==> src/hw/rtl/tcw_pkg.sv <==
package tcw_pkg;

  // grid geometry
  localparam int COLUMNS  = 80;
  localparam int ROWS     = 25;
  localparam int TAB_STEP = 8;
  localparam int CELLS    = COLUMNS * ROWS;

  // payload field widths
  localparam int COL_W  = 7;
  localparam int ROW_W  = 5;
  localparam int ADDR_W = $clog2(CELLS);

  localparam logic [7:0] RESET_ATTR = 8'h07;

  // control bytes
  localparam logic [7:0] BYTE_BS  = 8'h08;
  localparam logic [7:0] BYTE_TAB = 8'h09;
  localparam logic [7:0] BYTE_LF  = 8'h0A;
  localparam logic [7:0] BYTE_CR  = 8'h0D;

  // request kinds
  localparam logic KIND_WRITE = 1'b0;
  localparam logic KIND_READ  = 1'b1;

  // register port
  localparam int PADDR_W   = 3;
  localparam int REG_IDX_W = PADDR_W - 2;
  localparam logic [REG_IDX_W-1:0] REG_CURRENT_ATTR = REG_IDX_W'(0);

  typedef struct packed {
    logic             kind;
    logic [7:0]       byte_in;
    logic [ROW_W-1:0] read_row;
    logic [COL_W-1:0] read_col;
  } in_item_t;

  typedef struct packed {
    logic [COL_W-1:0] cursor_col;
    logic [ROW_W-1:0] cursor_row;
    logic [7:0]       cell_char;
    logic [7:0]       cell_attr;
    logic             scrolled;
  } out_item_t;

  // controller to datapath
  typedef struct packed {
    logic init_wr;
    logic take;
    logic exec;
    logic row_clr;
    logic load_out;
  } cmd_t;

  // datapath to controller
  typedef struct packed {
    logic is_read;
    logic scroll;
    logic cnt_last;
    logic out_free;
  } sts_t;

endpackage

==> src/hw/rtl/tcw_cfg.sv <==
module tcw_cfg (
  input  logic                        clk_i,
  input  logic                        rst_ni,
  input  logic                        psel,
  input  logic                        penable,
  input  logic                        pwrite,
  input  logic [tcw_pkg::PADDR_W-1:0] paddr,
  input  logic [31:0]                 pwdata,
  output logic [31:0]                 prdata,
  output logic                        pready,
  output logic [7:0]                  cur_attr_o
);
  import tcw_pkg::*;

  logic [7:0]           attr_q;
  logic [REG_IDX_W-1:0] reg_idx;
  logic                 wr_en;

  assign reg_idx = paddr[PADDR_W-1:2];
  assign wr_en   = psel && penable && pwrite && (reg_idx == REG_CURRENT_ATTR);
  assign pready  = 1'b1;
  assign prdata  = (reg_idx == REG_CURRENT_ATTR) ? 32'(attr_q) : 32'h0;
  assign cur_attr_o = attr_q;

  always_ff @(posedge clk_i or negedge rst_ni) begin
    if (!rst_ni) begin
      attr_q <= RESET_ATTR;
    end else if (wr_en) begin
      attr_q <= pwdata[7:0];
    end
  end

endmodule

==> config.mk <==
export PLATFORM = sky130hd
export DESIGN_NAME = tcw_cfg
export DESIGN_NICKNAME = d
export VERILOG_FILES = /design/src/hw/rtl/tcw_pkg.sv /design/src/hw/rtl/tcw_cfg.sv
export SDC_FILE = /design/constraint.sdc
export NUM_CORES = 1
export LEC_CHECK = 0
export BUFFER_PORTS_ARGS = -buffer_cell sky130_fd_sc_hd__buf_2
export CAP_MARGIN = 20
export CORE_MARGIN = 2
export CORE_UTILIZATION = 30
export DETAILED_ROUTE_END_ITERATION = 6
export PLACE_DENSITY = 0.79
export SYNTH_ARGS = -nofsm -noshare
export SYNTH_HDL_FRONTEND = slang
export SYNTH_SLANG_ARGS = --single-unit
==> constraint.sdc <==
create_clock -name clk_i -period 0.8 [get_ports clk_i]
set_input_delay 0.08 -clock clk_i [delete_from_list [all_inputs] [get_ports clk_i]]
set_output_delay 0.08 -clock clk_i [all_outputs]
set_load 0.01 [all_outputs]
==> flow_metrics.py <==
metrics = {
    "synthesis": {
        "synth_edf_count": 0,
        "synth_cell_type_count": 7,
        "synthFlopType": "dfrtp_1",
        "yosys_register_bits": 8,
        "seq_area_frac_synth_pct": 35.0,
        "async_reset_ff_share_pct": 100,
        "synth_top_area_share_pct": 32.2,
        "yosys_warnings": 0,
        "synth_common_cells": "buf_4, and2b_2, mux2_2",
        "syn_avg_cell_area_sq_um": 11.2,
        "synth_top_cells_by_area": "buf_4, dfrtp_1, mux2_2",
        "yosys.cell_count.top_type": "buf_4",
        "syn_area_sq_um": 583,
        "synth_largest_area_cell": "buf_4",
        "syn_inst": 52,
    },
    "timing": {
        "setup_viol": 22,
        "hold_viol_final": 0,
        "max_freq_mhz": 910,
        "rsz0062_at_grt": "true",
        "finalWorstSetupSlack_ns": -0.299,
        "drv_slew": 0,
        "finalClockSkew_ns": 0,
        "timing.hold.ws_ns": 0.0543,
        "min_period_ns": 1.10,
        "finalSetupTns_ns": -3.72,
        "timing.final.crit_share_pct": 137,
    },
    "floorplan": {
        "core_area_sq_um": 1780,
        "die_area_sq_um": 2310,
        "initial_core_util_pct": 32.7,
        "die_y_um": 48.1,
        "pin_count": 81,
        "die_w_um": 48.1,
        "rows": 15,
    },
    "status": {
        "violations": "setup timing",
        "status": "finished with violations",
    },
    "worst_setup_path": {
        "required_ns": 0.72,
        "crit_path_start_kind": "flip-flop",
        "cp_slowest_cell": "dfstp_2",
        "reg2reg_slack_ns": -0.07,
        "crit_fanout": 2,
        "slowest_delay_ns": 0.53,
        "path_class": "reg -> out",
        "worstReg2RegEnd": "cur_attr_o[6]",
        "worstPathArrival_ns": 1.02,
        "worstPathCellList": "and2b_2 > buf_6",
        "critPathCaptureType": "primary output",
        "worstReg2RegStart": "cur_attr_o[6]",
        "ff2ff_path_depth": 2,
    },
    "placed_design": {
        "post-place-ws_ns": -0.119,
        "io_buffers": 29,
        "dp_hpwl_um": 876,
        "post-place-cells": 105,
        "place_congestion": 0.639,
    },
    "route": {
        "first_pass_iters": 1,
        "viasPerCell": 3.67,
        "drc": 0,
        "dr_total_vias": 426,
        "wl_per_cell_um": 10.2,
        "detail-route-antenna-nets": 0,
        "drt_iter0_markers": 0,
        "wl_mm": 1.19,
    },
    "power": {
        "comb_power_share_pct": 47.8,
        "clock_power_share_pct": 18.8,
        "power.density_nw_per_um2": 1980,
        "power.internal_w": 0.00123,
        "power_frac_seq_pct": 33.4,
        "max-vdd-ir-drop_mv": 1.09,
        "report.power.total_w": 0.00173,
        "p_sw_w": 0.000500,
        "switching_share_pct": 29.0,
        "leakage_nw": 0.494,
    },
    "clocking": {
        "cts_sinks": 8,
        "cts_buffers": 3,
        "tritoncts": "done",
        "path_clk_slew_ns": 0.06,
        "clk_latency_ns": 0.24,
        "clock_path_buffers": 2,
        "cts_root_buffer": "clkbuf_4",
        "cts_max_level": 1,
    },
    "cells_and_area": {
        "syn_to_final_growth_pct": 49.6,
        "fin_nets": 132,
        "layout-drive-gt1-share_pct": 64.8,
        "fin_cells": 116,
        "largest_register_ff_count": 8,
        "fillCellCount": 155,
        "antenna_cells": 0,
    },
    "grt": {
        "grtUsageTotal_pct": 11.5,
        "gr-total-overflow": 0,
        "antenna_found_initial": 0,
        "grt_pass1_wl_mm": 1.75,
        "grt_pass1_vias": 410,
        "grt_max_degree": 9,
    },
    "hold_path": {
        "min-delay-path-class": "in -> reg",
        "hold_depth": 2,
        "min_to": "cur_attr_o[2]",
        "hold_start": "pwdata[2]",
    },
    "run": {
        "drv_cap": 0,
    },
}
-- worst max path at each step --
stage | startpoint | endpoint | slack (ns) | depth (start not counted)
final | cur_attr_o[2] | prdata[2] | -0.30 | 2
after global routing | cur_attr_o[0] | prdata[0] | -0.35 | 2
after CTS | cur_attr_o[2] | prdata[2] | -0.31 | 2
after detailed placement | paddr[2] | cur_attr_o[3] | -0.12 | 3
after global placement | paddr[2] | cur_attr_o[4] | -0.09 | 3
after floorplan | cur_attr_o[0] | prdata[0] | 0.02 | 1
-- power by group through the flow --
stage               Combinational [W]  Clock (W)  Sequential, W
floorplan                    0.000313          0       0.000623
global placement             0.000464          0       0.000573
detailed placement           0.000478          0       0.000583
CTS                          0.000785   0.000344       0.000573
global route                 0.000899   0.000367       0.000587
finish                       0.000825   0.000325       0.000576
-- placed cells by master, fill, tap and decap left out, drive strengths merged --
cell	instances
conb	25
dlygate4sd3	1
nand4b	1
mux2	8
and2b	8
dfrtp	5
buf	36
clkbuf	4
dfstp	3
-- per-stage QoR --
step	area, sq um	utilization (%)
2_1_floorplan	669	-
3_3_place_gp	666	37.3
3_5_place_dp	666	37.3
4_1_cts	851	47.7
5_1_grt	872	48.9
6_report	872	48.9
-- worst max-delay path, delay by kind of cell, from the launching register on --
kind	cells	cell delay (ns)
flops	1	0.53
buf+inv	1	0.09
simple gates	1	0.14
-- routing by layer --
metal,wire length [um],GRT usage (%),up-vias
met2,678,23.2,36
met4,0,1.62,0
li1,-,-,194
met1,393,10.2,196
met5,0,0,-
met3,112,5.66,0
-- cell families after synthesis --
family / count (synthesis) / share of synthesized area, %
AND/OR/NAND/NOR: 9 / 16.1
flip-flops: 8 / 35.0
buffers and inverters: 25 / 32.2
multiplexers: 8 / 15.5
other: 2 / 1.29
-- timing repair --
| item | 4_1_cts | 5_1_grt |
|---|---|---|
| hold endpoints to repair | 8 | 0 |
| pin swaps | 0 | 0 |
| hold buffers | 1 | 0 |
| setup buffers | 5 | 1 |
| endpoints found under the setup margin | 16 | 21 |
| resized for setup | 21 | 3 |
-- layout make-up --
type                            count  area, sq um  area share, %
Timing Repair Buffer               37          314           36.0
Tap cell                           25         31.3           3.59
Multi-Input combinational cell     42          297           34.0
Clock buffer                        4         26.3           3.01
Sequential cell                     8          204           23.4
No activity file was read; power rests on OpenSTA's default activity.
