--- config.mk ---
export PLATFORM = sky130hd
export DESIGN_NAME = tcw_ctrl
export DESIGN_NICKNAME = d
export VERILOG_FILES = /design/src/hw/rtl/tcw_pkg.sv /design/src/hw/rtl/tcw_ctrl.sv
export SDC_FILE = /design/constraint.sdc
export NUM_CORES = 1
export LEC_CHECK = 0
export BUFFER_PORTS_ARGS = -buffer_cell sky130_fd_sc_hd__buf_4
export CAP_MARGIN = 40
export CORE_AREA = 2 2 39 41
export DETAILED_ROUTE_END_ITERATION = 8
export DIE_AREA = 0 0 41 43
export PLACE_DENSITY = 0.48
export SYNTH_ARGS = -nofsm -noshare
export SYNTH_HDL_FRONTEND = slang
export SYNTH_SLANG_ARGS = --single-unit
export TNS_END_PERCENT = 30
--- constraint.sdc ---
create_clock -name clk_i -period 3.3 [get_ports clk_i]
set_clock_uncertainty 0.05 [all_clocks]
set_input_delay 0.165 -clock clk_i [delete_from_list [all_inputs] [get_ports clk_i]]
set_output_delay 0.165 -clock clk_i [all_outputs]
set_load 0.01 [all_outputs]
--- src/hw/rtl/tcw_pkg.sv ---
package tcw_pkg;

  // grid geometry
  localparam int COLUMNS  = 80;
  localparam int ROWS     = 25;
  localparam int TAB_STEP = 8;
  localparam int CELLS    = COLUMNS * ROWS;

  // payload field widths
  localparam int COL_W  = 7;
  localparam int ROW_W  = 5;
  localparam int ADDR_W = $clog2(CELLS);

  localparam logic [7:0] RESET_ATTR = 8'h07;

  // control bytes
  localparam logic [7:0] BYTE_BS  = 8'h08;
  localparam logic [7:0] BYTE_TAB = 8'h09;
  localparam logic [7:0] BYTE_LF  = 8'h0A;
  localparam logic [7:0] BYTE_CR  = 8'h0D;

  // request kinds
  localparam logic KIND_WRITE = 1'b0;
  localparam logic KIND_READ  = 1'b1;

  // register port
  localparam int PADDR_W   = 3;
  localparam int REG_IDX_W = PADDR_W - 2;
  localparam logic [REG_IDX_W-1:0] REG_CURRENT_ATTR = REG_IDX_W'(0);

  typedef struct packed {
    logic             kind;
    logic [7:0]       byte_in;
    logic [ROW_W-1:0] read_row;
    logic [COL_W-1:0] read_col;
  } in_item_t;

  typedef struct packed {
    logic [COL_W-1:0] cursor_col;
    logic [ROW_W-1:0] cursor_row;
    logic [7:0]       cell_char;
    logic [7:0]       cell_attr;
    logic             scrolled;
  } out_item_t;

  // controller to datapath
  typedef struct packed {
    logic init_wr;
    logic take;
    logic exec;
    logic row_clr;
    logic load_out;
  } cmd_t;

  // datapath to controller
  typedef struct packed {
    logic is_read;
    logic scroll;
    logic cnt_last;
    logic out_free;
  } sts_t;

endpackage

--- src/hw/rtl/tcw_ctrl.sv ---
module tcw_ctrl (
  input  logic          clk_i,
  input  logic          rst_ni,
  input  logic          in_valid_i,
  output logic          in_stall_o,
  input  tcw_pkg::sts_t sts_i,
  output tcw_pkg::cmd_t cmd_o
);
  import tcw_pkg::*;

  typedef enum logic [5:0] {
    ST_INIT  = 6'b000001,
    ST_IDLE  = 6'b000010,
    ST_EXEC  = 6'b000100,
    ST_CLEAR = 6'b001000,
    ST_RDATA = 6'b010000,
    ST_DONE  = 6'b100000
  } state_e;

  state_e state_q, state_d;

  always_comb begin
    cmd_o      = '0;
    state_d    = state_q;
    in_stall_o = 1'b1;
    case (state_q)
      ST_INIT: begin
        cmd_o.init_wr = 1'b1;
        if (sts_i.cnt_last) state_d = ST_IDLE;
      end
      ST_IDLE: begin
        in_stall_o = 1'b0;
        if (in_valid_i) begin
          cmd_o.take = 1'b1;
          state_d    = ST_EXEC;
        end
      end
      ST_EXEC: begin
        cmd_o.exec = 1'b1;
        if (sts_i.is_read) begin
          state_d = ST_RDATA;
        end else if (sts_i.scroll) begin
          state_d = ST_CLEAR;
        end else if (sts_i.out_free) begin
          cmd_o.load_out = 1'b1;
          state_d        = ST_IDLE;
        end else begin
          state_d = ST_DONE;
        end
      end
      ST_CLEAR: begin
        cmd_o.row_clr = 1'b1;
        if (sts_i.cnt_last) begin
          if (sts_i.out_free) begin
            cmd_o.load_out = 1'b1;
            state_d        = ST_IDLE;
          end else begin
            state_d = ST_DONE;
          end
        end
      end
      ST_RDATA, ST_DONE: begin
        if (sts_i.out_free) begin
          cmd_o.load_out = 1'b1;
          state_d        = ST_IDLE;
        end else begin
          state_d = ST_DONE;
        end
      end
      default: begin
        state_d = ST_IDLE;
      end
    endcase
  end

  always_ff @(posedge clk_i or negedge rst_ni) begin
    if (!rst_ni) begin
      state_q <= ST_INIT;
    end else begin
      state_q <= state_d;
    end
  end

endmodule

==> results of run 1 <==
## per-stage QoR
stage	utilization	std cells	instance area [sq um]
after detailed placement	0.356	71	493
after global routing	0.382	76	529
after global placement	0.356	71	493
final	0.382	76	529
after CTS	0.382	76	529
after floorplan	-	44	388
## cell families after synthesis
group | Yosys count | share of synthesized area
buf+inv | 5 | 0.0516
simple gates | 22 | 0.342
flops | 6 | 0.390
compound gates | 8 | 0.148
xor+xnor | 3 | 0.0678
## report_power, final
| part | total, mW | leakage (nW) | internal, mW | switching (mW) |
|---|---|---|---|---|
| registers | 0.113 | 0.0760 | 0.0879 | 0.0254 |
| clock network | 0.0808 | 0.0150 | 0.0463 | 0.0345 |
| logic | 0.142 | 0.173 | 0.0727 | 0.0697 |
| total | 0.336 | 0.264 | 0.207 | 0.130 |
## how the worst min path moves through the flow
stage / from / end / slack [ns] / cells past startpoint
after global placement: rst_ni / state_q[4]$_DFFE_PN0P_ / -0.07 / 1
after global routing: sts_i[0] / state_q[5]$_DFFE_PN0P_ / 0.01 / 2
after detailed placement: rst_ni / state_q[4]$_DFFE_PN0P_ / -0.07 / 1
after CTS: sts_i[0] / state_q[5]$_DFFE_PN0P_ / 0.01 / 2
after floorplan: rst_ni / state_q[1]$_DFFE_PN0P_ / -0.18 / 0
final: sts_i[0] / state_q[5]$_DFFE_PN0P_ / 0.006 / 2
## routing by layer
metal,vias up,global-route usage,share of wire
li1,190,-,-
met1,187,0.179,0.42
met2,8,0.184,0.52
met3,3,0.0314,0.035
met4,0,0.100,0.025
met5,-,0,0
## area by class of cell
cell class | count | area, sq um | share of cell area
flip-flops and latches | 6 | 151 | 0.286
inverters | 4 | 15.0 | 0.0284
well taps | 16 | 20.0 | 0.0378
clock buffers | 4 | 26.3 | 0.0496
multi-input cells | 33 | 216 | 0.409
repair buffers | 13 | 100 | 0.189
## critical path: stages, from the launching register on
cell and delay, ns:
dfrtp_1 0.42, nor4_2 0.35, nand4b_1 0.19, o21ai_1 0.13
and2_1 0.14, buf_4 0.11
## cells in the final DEF, fill, tap and decap left out, drive strengths merged
cell type    instances
nor3                 3
xor2                 2
nand4b               1
dfstp                1
nor2b                1
nor4                 1
nor4b                1
a21bo                1
and2                 2
nor2                 7
o211ai               1
buf                 12
nand3b               1
dlygate4sd3          1
nand2                2
a31oi                2
a22oi                1
clkbuf               4
xnor2                1
a32o                 1
nor3b                1
and3                 2
inv                  4
dfrtp                5
o21ai                2
## what timing repair did
| item | in CTS | in global routing |
|---|---|---|
| hold buffers | 1 | 0 |
| resized for setup | 0 | 0 |
| hold endpoints to repair | 6 | 0 |
==> results.tsv, run 1 <==
stage	metric	value	unit
status	run_status	finished, final reports clean	
clock_tree	root_buffer	clkbuf_4	
cells_and_area	largest_register	state_q	
logic_synthesis	synth_area_leaders	dfrtp_1 (32%), dfstp_2 (6.8%), nor2_1 (6.8%), xor2_1 (4.5%), nor3_1 (3.9%)	
clock_tree	cts_setup_buffers	0	
cells_and_area	final_nets	68	
logic_synthesis	ys_seq_area_frac	0.390	
timing	holdWs	0.00583	ns
timing	setup_ws	1.48	ns
logic_synthesis	synth.distinct_cells	25	
route	totalWireLength	1010	um
logic_synthesis	yosys_most_used_dff	dfrtp_1	
placed_design	portBuffers	12	
logic_synthesis	syn_nets	51	
timing	grt_setup_unrepaired	false	
worst_setup_path	path_class	reg -> out	
logic_synthesis	synth-edff-count	0	
logic_synthesis	ys_warn_count	0	
floorplan	die_w	41	um
cells_and_area	largestRegisters	state_q x6	
timing	worstMarginPinSlew	0.298	ns
clock_tree	htree_levels	1	
placed_design	pre_cts_ws	1.79	ns
cells_and_area	layout-drive-gt1-share	0.317	
worst_setup_path	rrSetupSlack	1.82	ns
logic_synthesis	synth-async-reset-ratio	1.00	
floorplan	coreArea	1380	sq um
worst_setup_path	cp-end-kind	output port	
worst_setup_path	critPathCapture	cmd_o[0]	
cells_and_area	syn_to_final_growth	36.5	%
route	drt-pass1-iter-count	5	
global_route	antenna_found_initial	0	
timing	slew_headroom	0.801	
timing	hold_viol_final	0	
placed_design	finalWeightedCongestion	0.780	
timing	fmax	0.550	GHz
placed_design	place.detailed.hpwl	726	um
clock_tree	clk_path_buf_depth	2	
route	ant_nets	0	
logic_synthesis	yosys.area.top_type	dfrtp_1	
clock_tree	cts_buffers	3	
flow_run	maxCapViolCount	0	
global_route	overflow	0	
power_and_ir_drop	ir_worst_vdd	0.000226	V
logic_synthesis	ys_ff_latch	6	
worst_setup_path	r2r_cells	4	
cells_and_area	fillers	152	
worst_setup_path	startpoint	state_q[1]$_DFFE_PN0P_	
worst_hold_path	hold_class	in -> reg	
power_and_ir_drop	finalPower	0.336	mW
global_route	grtUsageTotal	0.136	
route	wl_per_cell	13.3	um
power_and_ir_drop	power_density	636	nW/um^2
timing	period_share	0.551	
floorplan	fp.dieH	43	um
worst_setup_path	critPathRequiredTime	3.08	ns
route	drt_iter0_markers	14	
route	viasPerCell	5.11	
timing	fin_crit	1.82	ns
cells_and_area	n_antenna_cell	0	
worst_setup_path	path_max_fanout	5	
worst_setup_path	rr_endpoint	state_q[1]$_DFFE_PN0P_	
clock_tree	cts_tree	built	
logic_synthesis	netlist_area	388	sq um
floorplan	start_util	0.280	
floorplan	num_rows	14	
logic_synthesis	yosysMostFrequentCell	nor2_1	
global_route	grt_start_max_net_pins	9	
global_route	grt_pass1_vias	345	
power_and_ir_drop	p_leak	0.264	nW
logic_synthesis	netlist.area_leader.share	0.323	
clock_tree	cts_sinks	6	
clock_tree	clock_latency	0.26	ns
logic_synthesis	synthCells	44	
worst_setup_path	worstSetupStartpointType	flop	
cells_and_area	largest_register_ffs	6	
timing	setup_viol	0	
timing	setup_tns	0	ns
clock_tree	path_clk_slew	0.05	ns
worst_setup_path	cp.arrival	1.60	ns
floorplan	die-area	1760	sq um
route	num_vias	388	
timing	finalMaxSlewViolations	0	
logic_synthesis	syn_area_per_cell	8.82	sq um
worst_setup_path	r2r_start	state_q[1]$_DFFE_PN0P_	
floorplan	pin_count	13	
logic_synthesis	synth_common_cells	nor2_1 (7), dfrtp_1 (5), inv_1 (4)	
global_route	grt_pass1_wl	1510	um
route	drc_errors	0	
No activity file was read; power rests on OpenSTA's default activity.
==> run 2: changes to the inputs <==
--- a/config.mk
+++ b/config.mk
@@ -10,7 +10,7 @@
 export CORE_AREA = 2 2 39 41
 export DETAILED_ROUTE_END_ITERATION = 8
 export DIE_AREA = 0 0 41 43
-export PLACE_DENSITY = 0.48
+export PLACE_DENSITY = 0.5
 export SYNTH_ARGS = -nofsm -noshare
 export SYNTH_HDL_FRONTEND = slang
 export SYNTH_SLANG_ARGS = --single-unit
==> constraint.sdc (replaced) <==
create_clock -name clk_i -period 1.6 [get_ports clk_i]
set_clock_uncertainty 0.05 [all_clocks]
set_input_delay 0.08 -clock clk_i [delete_from_list [all_inputs] [get_ports clk_i]]
set_output_delay 0.08 -clock clk_i [all_outputs]
set_load 0.01 [all_outputs]
==> results.tsv, run 2 (synthesis results as in run 1) <==
stage	metric	value	unit	change
clock_tree	clk_path_buf_depth	2		unchanged
cells_and_area	n_antenna_cell	0		unchanged
status	violations	negative setup slack		
global_route	gr-usage-met2	0.197		+0.0125
global_route	grt_pass1_wl	1650	um	+9.1%
power_and_ir_drop	p_leak	0.296	nW	+12%
global_route	grt_pass1_vias	377		+9.3%
worst_setup_path	worstSetupStartpointType	flop		
route	drt_iter0_markers	6		-8
power_and_ir_drop	power_switching_share	0.370		-0.0146
clock_tree	htree_levels	1		unchanged
global_route	antenna_found_initial	0		unchanged
floorplan	start_util	0.280		unchanged
worst_setup_path	path_max_fanout	6		+1
cells_and_area	largest_register	state_q		
power_and_ir_drop	comb_power_share	0.458		+0.035
clock_tree	cts_tree	built		
floorplan	num_rows	14		unchanged
route	drt-pass1-iter-count	4		-1
cells_and_area	largestRegisters	state_q x6		
worst_setup_path	cp-end-kind	output port		
cells_and_area	seq_area	155	sq um	+2.5%
power_and_ir_drop	clock_power_share	0.216		-0.024
power_and_ir_drop	power_density	1220	nW/um^2	+93%
clock_tree	root_buffer	clkbuf_4		
global_route	grtUsageMet3	0.0314		unchanged
route	ant_nets	0		unchanged
timing	slew_headroom	0.820		+0.0195
timing	setup_ws	-0.0547	ns	-1.54 ns
worst_setup_path	cp_slowest_cell	dfrtp_2		
power_and_ir_drop	finalPower	0.741	mW	+120%
flow_run	maxCapViolCount	0		unchanged
worst_hold_path	hp-start	in_valid_i		
placed_design	portBuffers	12		unchanged
clock_tree	clock_latency	0.26	ns	about the same
power_and_ir_drop	intPower	0.467	mW	+130%
floorplan	fp.dieH	43	um	unchanged
cells_and_area	multi_input_area	230	sq um	+6.4%
global_route	grtUsageTotal	0.142		+0.00634
timing	hold_viol_final	0		unchanged
power_and_ir_drop	seqPwrFrac	0.326		-0.011
cells_and_area	fillers	144		-5.3%
timing	grt_setup_unrepaired	true		
timing	fmax	0.604	GHz	
timing	fin_crit	1.65	ns	
floorplan	coreArea	1380	sq um	unchanged
timing	setup_tns	-0.0605	ns	-0.0605 ns
placed_design	place.detailed.hpwl	667	um	-8.1%
placed_design	finalWeightedCongestion	0.775		-0.64%
route	viasPerCell	4.75		-7.0%
timing	setup_viol	2		+2
route	num_vias	394		+1.5%
cells_and_area	layout.cells.most_common	buf_4		
floorplan	pin_count	13		unchanged
cells_and_area	largest_register_ffs	6		unchanged
worst_setup_path	crit_path_max_incr_delay	0.46	ns	+0.04 ns
cells_and_area	syn_to_final_growth	56.1	%	
clock_tree	path_clk_slew	0.05	ns	about the same
global_route	grt_start_max_net_pins	8		-1
worst_setup_path	startpoint	state_q[5]$_DFFE_PN0P_		
status	run_status	finished, violations left		
route	wl_per_cell	11.5	um	-14%
floorplan	die_w	41	um	unchanged
global_route	use_met1	0.187		+0.00773
floorplan	die-area	1760	sq um	unchanged
cells_and_area	final_cell_mix	buf_4 (17), nor2_1 (7), inv_1 (3), clkbuf_4 (3), dfrtp_2 (3)		
worst_setup_path	r2r_start	state_q[4]$_DFFE_PN0P_		
worst_hold_path	hold_class	in -> reg		
worst_setup_path	path_class	reg -> out		
timing	worstMarginPinSlew	0.268	ns	-0.0298 ns
worst_setup_path	critPathRequiredTime	1.47	ns	-1.61 ns
route	drc_errors	0		unchanged
worst_setup_path	cp_cell_sequence	xor2_1 -> o211ai_1 -> o21ai_1 -> and2_1 -> buf_4		
power_and_ir_drop	switchingPower	0.275	mW	+110%
timing	finalMaxSlewViolations	0		unchanged
timing	period_share	1.03		
route	totalWireLength	951	um	-5.8%
cells_and_area	final_nets	75		+10%
power_and_ir_drop	ir_worst_vdd	0.000513	V	+130%
global_route	top_usage_layer	met2		
cells_and_area	layout-drive-gt1-share	0.448		+0.131
clock_tree	cts_sinks	6		unchanged
cells_and_area	utilization	0.438		+0.0552
worst_setup_path	cp.arrival	1.52	ns	-0.08 ns
global_route	overflow	0		unchanged
clock_tree	cts_buffers	3		unchanged
-- run 2: repair_timing --
action | 4_1_cts | 5_1_grt
setup endpoints to repair | 1 | 4
pin swaps | 6 | 0
buffers inserted | 6 | 0
gates resized for setup | 4 | 3
hold buffers | 2 | 0
hold endpoints to repair | 7 | 0
-- run 2: layer usage --
metal | vias up | wire (um)
met5 | - | 0
met4 | 0 | 21
li1 | 204 | -
met2 | 8 | 480
met3 | 2 | 21
met1 | 180 | 427
-- run 2: per-stage QoR --
stage	worst slack (ns)	std cells	hold WS, ns	cell area [sq um]
2_1_floorplan	0.270	44	-0.266	388
3_3_place_gp	0.114	71	-0.154	493
3_5_place_dp	0.138	71	-0.154	493
4_1_cts	-0.0282	83	0.0148	597
5_1_grt	-0.182	83	0.0410	606
6_report	-0.0547	83	0.0151	606
-- run 2: layout make-up --
type / count / share of cell area
inverters: 4 / 0.0248
multi-input cells: 33 / 0.380
well taps: 16 / 0.0331
clock buffers: 4 / 0.0434
repair buffers: 20 / 0.262
flip-flops and latches: 6 / 0.256
-- run 2: worst paths after layout --
kind	end	slack (ns)	cells after the start
max	cmd_o[0]	-0.05	5
min	state_q[2]$_DFFE_PN0P_	0.02	3
max reg2reg	state_q[1]$_DFFE_PN0P_	0.09	5
min reg2reg	state_q[2]$_DFFE_PN0P_	0.64	3
max in group asynchronous	state_q[0]$_DFFE_PN1P_	1.18	2
min in group asynchronous	state_q[1]$_DFFE_PN0P_	0.12	2
-- run 2: worst max-delay path: cells and delay by family (launching register included) --
family	cells	cell delay (ns)
buffers and inverters	1	0.13
AO/OA/AOI/OAI	2	0.37
XOR/XNOR	1	0.16
AND/OR/NAND/NOR	1	0.14
flip-flops	1	0.46
-- run 2: power by group through the flow --
| stage | clock network [mW] | registers [mW] | logic (mW) |
|---|---|---|---|
| floorplan | 0 | 0.218 | 0.195 |
| global placement | 0 | 0.233 | 0.289 |
| detailed placement | 0 | 0.234 | 0.282 |
| CTS | 0.169 | 0.237 | 0.328 |
| global route | 0.175 | 0.248 | 0.370 |
| finish | 0.160 | 0.242 | 0.339 |
